===== src/rtl/glq_div.sv =====
// glq_div: shared restoring divider, one quotient bit per cycle
// starts from a given partial remainder; no package dependencies
module glq_div #(
    parameter int NUM_W = 28,
    parameter int DEN_W = 12,
    localparam int CNT_W = $clog2(NUM_W + 1)
) (
    input  logic             clk,
    input  logic             rst_n,
    input  logic             start,
    input  logic [CNT_W-1:0] steps,
    input  logic [NUM_W-1:0] dividend,
    input  logic [DEN_W-1:0] rem_init,
    input  logic [DEN_W-1:0] den,
    output logic             done,
    output logic [NUM_W-1:0] quotient
);

    logic             busy_reg, busy_next;
    logic             done_reg, done_next;
    logic [CNT_W-1:0] cnt_reg, cnt_next;
    logic [NUM_W-1:0] dvd_reg, dvd_next;
    logic [NUM_W-1:0] q_reg, q_next;
    logic [DEN_W-1:0] rem_reg, rem_next;
    logic [DEN_W-1:0] den_reg, den_next;
    logic [DEN_W:0]   trial;
    logic [DEN_W:0]   diff;
    logic             fits;

    assign trial = {rem_reg, dvd_reg[NUM_W-1]};
    assign fits  = trial >= {1'b0, den_reg};
    assign diff  = trial - {1'b0, den_reg};

    always_comb
    begin
        busy_next = busy_reg;
        done_next = 1'b0;
        cnt_next  = cnt_reg;
        dvd_next  = dvd_reg;
        q_next    = q_reg;
        rem_next  = rem_reg;
        den_next  = den_reg;
        if (start)
        begin
            busy_next = 1'b1;
            cnt_next  = steps;
            dvd_next  = dividend;
            q_next    = '0;
            rem_next  = rem_init;
            den_next  = den;
        end
        else if (busy_reg)
        begin
            dvd_next = {dvd_reg[NUM_W-2:0], 1'b0};
            q_next   = {q_reg[NUM_W-2:0], fits};
            rem_next = fits ? diff[DEN_W-1:0] : trial[DEN_W-1:0];
            cnt_next = cnt_reg - CNT_W'(1);
            if (cnt_reg == CNT_W'(1))
            begin
                busy_next = 1'b0;
                done_next = 1'b1;
            end
        end
    end

    always_ff @(posedge clk or negedge rst_n)
    begin
        if (!rst_n)
        begin
            busy_reg <= 1'b0;
            done_reg <= 1'b0;
            cnt_reg  <= '0;
        end
        else
        begin
            busy_reg <= busy_next;
            done_reg <= done_next;
            cnt_reg  <= cnt_next;
        end
    end

    always_ff @(posedge clk)
    begin
        dvd_reg <= dvd_next;
        q_reg   <= q_next;
        rem_reg <= rem_next;
        den_reg <= den_next;
    end

    assign done     = done_reg;
    assign quotient = q_reg;

endmodule


===== config.mk =====
export PLATFORM = sky130hd
export DESIGN_NAME = glq_div
export DESIGN_NICKNAME = d
export VERILOG_FILES = /design/src/rtl/glq_div.sv
export SDC_FILE = /design/constraint.sdc
export NUM_CORES = 1
export LEC_CHECK = 0
export ABC_AREA = 1
export ABC_CLOCK_PERIOD_IN_PS = 2780
export BUFFER_PORTS_ARGS = -buffer_cell sky130_fd_sc_hd__buf_2
export CAP_MARGIN = 20
export CORE_ASPECT_RATIO = 1.75
export CORE_MARGIN = 8
export CORE_UTILIZATION = 55
export CTS_CLUSTER_DIAMETER = 150
export CTS_CLUSTER_SIZE = 28
export DETAILED_ROUTE_END_ITERATION = 8
export PLACE_DENSITY_LB_ADDON = 0.08
export SLEW_MARGIN = 15
export SYNTH_ARGS = -nofsm -noshare
export SYNTH_HDL_FRONTEND = slang
export SYNTH_SLANG_ARGS = --single-unit
export TNS_END_PERCENT = 20

===== constraint.sdc =====
create_clock -name clk -period 2.78 [get_ports clk]
set_input_delay 0.556 -clock clk [delete_from_list [all_inputs] [get_ports clk]]
set_output_delay 0.556 -clock clk [all_outputs]
set_load 0.05 [all_outputs]

==> metrics.txt <==
Max Cap Viol 0; Fill cells roughly 670; number of diodes 0; CTS buffer count 9; fmax 454.9 MHz; clk root buf clkbuf_16; port bufs between 80 and 90; fraction of layout cells with a size suffix above 1 22.98%; Slew @ Worst Pin between 0.5 and 0.6 ns; Fin Setup TNS 0 ns; CP max FO 17; final instance area 5122 µm²; Post CTS Setup Buffer Count 0; First-pass DRT Iterations 4; Nets about 650; Syn Nets around 560; final hold vios 0; Die Area roughly 11,000 µm²; global-route usage over all layers ~18%; Final period util 79.07%; hold crit path type in2async; drc violations 0; post_cts resized 0; initial core utilization approximately 56%; Design Power approximately 4400 µW; Setup crit end kind register; fin util 66.12%; status complete, no violations; final setup fails 0; Rel. slew slack 66.22%; ANT nets after route 0; area delta synth->final 18.67%; vias per std cell roughly 5.1; Crit path arrival time roughly 2.3 ns; Max Root-Sink Buffers 2; Die W about 83 µm; yosys warns 0; DR WL/cell 14.57 µm; grt ovf 0; Final Max Tran Viols 0; # IOs between 80 and 90; first-pass GRT wire length about 16,000 µm; worst vdd ir ~660 µV; RSZ-0062 raised after global routing false; Detailed Place HPWL around 7300 µm; drt initial violations between 150 and 200; vias in the first global route about 3,500; detailed-route via count around 3,500; crit path kind reg2reg; WL final 9805 µm; # rows 43; clk_lat worst skew between 0.3 and 0.4 ns; Placed Area approximately 4800 µm²; Netlist cell types 35; Pwr Density 864.1 nW/µm²; most common cell after layout, fill and taps aside nand2_1; syn_area_per_cell about 8.8 µm²; Worst Path Required 2.86 ns; Synth Instances between 400 and 500; most frequent cells in the layout 166 x nand2_1, 88 x buf_2, 78 x inv_1; gpl congestion 0.9061; largest net degree at the start of global routing 68; Sink Count 87; TritonCTS clock tree built; CTS H-tree lvls 3; Setup Skew approximately 0.0078 ns; final critical-path required period around 2.2 ns; sequential fraction of the synthesis area a little over half; synthesized area roughly 4300 µm²; flops & latches, synth 87; CP Launch Type register; Worst-path clk slew around 0.06 ns; Hold Buf Count CTS 0; initial antenna violation count 0; core area 7747 µm²; Static Leak 0.002526 µW; die height 133.2 µm
==> Yosys cell counts <==
cell        n  area (µm²)
nand2_1   166       623.1
a22oi_1     3       22.52
xnor2_1     7       61.31
nand2_4     1       11.26
o21ai_0     8       40.04
buf_12      1       20.02
buf_2       2       10.01
nor2_2      1       6.260
nand3_4     2       35.03
nand3b_1    1       7.510
nand2_2     6       37.54
nor3_1      3       15.01
fa_1        1       20.02
clkbuf_1    8       30.03
ha_1       14       175.2
buf_4       2       15.01
nor3_4      1       16.27
xor2_1      1       8.760
nand4_1    12       75.07
a21oi_4     1       16.27
a21oi_1     4       20.02
buf_1       2       7.510
dfxtp_1    28       560.5
o21ai_2     1       8.760
nand3_1    18       90.09
nand3_2     8       80.08
o211ai_1    1       7.510
edfxtp_1   52        1562
nor2_4      2       22.52
o22ai_1    27       168.9
dfrtp_1     7       175.2
inv_1      78       292.8
clkinv_1    1       3.750
nor2_1     16       60.06
inv_2       3       11.26
==> cell families after synthesis <==
family,Yosys count,share of synthesized area [%]
buffers and inverters,97,9.043
and+or+nand+nor,237,25.01
xor gates and xnor gates,8,1.623
DFF,87,53.22
adders and majority gates,15,4.522
AOI/OAI and AO/OA,45,6.580
==> area by class of cell <==
type	count	area [µm²]	share of cell area [%]
sequential	87	2297	44.85
multi-input combinational	305	1629	31.80
timing repair buffer	93	490.5	9.575
inverter	82	307.8	6.009
clock buffer	12	257.7	5.032
tap	90	112.6	2.198
clock inverter	4	27.53	0.5374
==> through the flow <==
| stage | std cells | hold WS, ns | setup WS, ns |
|---|---|---|---|
| CTS | 673 | 0.03681 | 0.5859 |
| detailed placement | 657 | 0.3987 | 0.5885 |
| global route | 673 | 0.04640 | 0.3976 |
| finish | 673 | 0.04672 | 0.5818 |
| floorplan | 489 | 0.2604 | 0.8368 |
| global placement | 657 | 0.3981 | 0.6538 |
==> layer usage <==
| layer | global-route usage (%) | part of all wire [%] | up-vias |
|---|---|---|---|
| li1 | - | - | 1762 |
| met5 | 0 | 0 | - |
| met2 | 32.00 | 55 | 89 |
| met1 | 18.39 | 37 | 1587 |
| met3 | 4.401 | 4.7 | 17 |
| met4 | 8.939 | 2.8 | 0 |
==> path summary, 6_finish.rpt <==
path,startpoint,end,slack (ns),depth (start not counted)
worst max-delay path,rem_reg[7],rem_reg[0],0.58,9
worst min-delay path,rst_n,cnt_reg[3],0.05,1
worst max register to register,rem_reg[7],rem_reg[0],0.58,9
worst min register to register,quotient[27],quotient[27],0.45,2
max in group asynchronous,rst_n,cnt_reg[4],2.57,1
min in group clk,den[0],den_reg[0],0.39,1
==> worst max-delay path: stages (launching register included) <==
cell	delay (ns)
edfxtp_1	0.40
ha_1	0.39
nand2_2	0.14
inv_2	0.04
nand2_2	0.06
nand2_2	0.07
a21oi_4	0.28
nand3_4	0.29
nor2_1	0.17
o21ai_0	0.11
==> power by group <==
part	total, µW	internal [µW]	switching (µW)
clock	1130	661	472
sequential	1710	1600	110
combinational	1580	566	1020
Note: power is estimated with default switching activity, not from simulation.
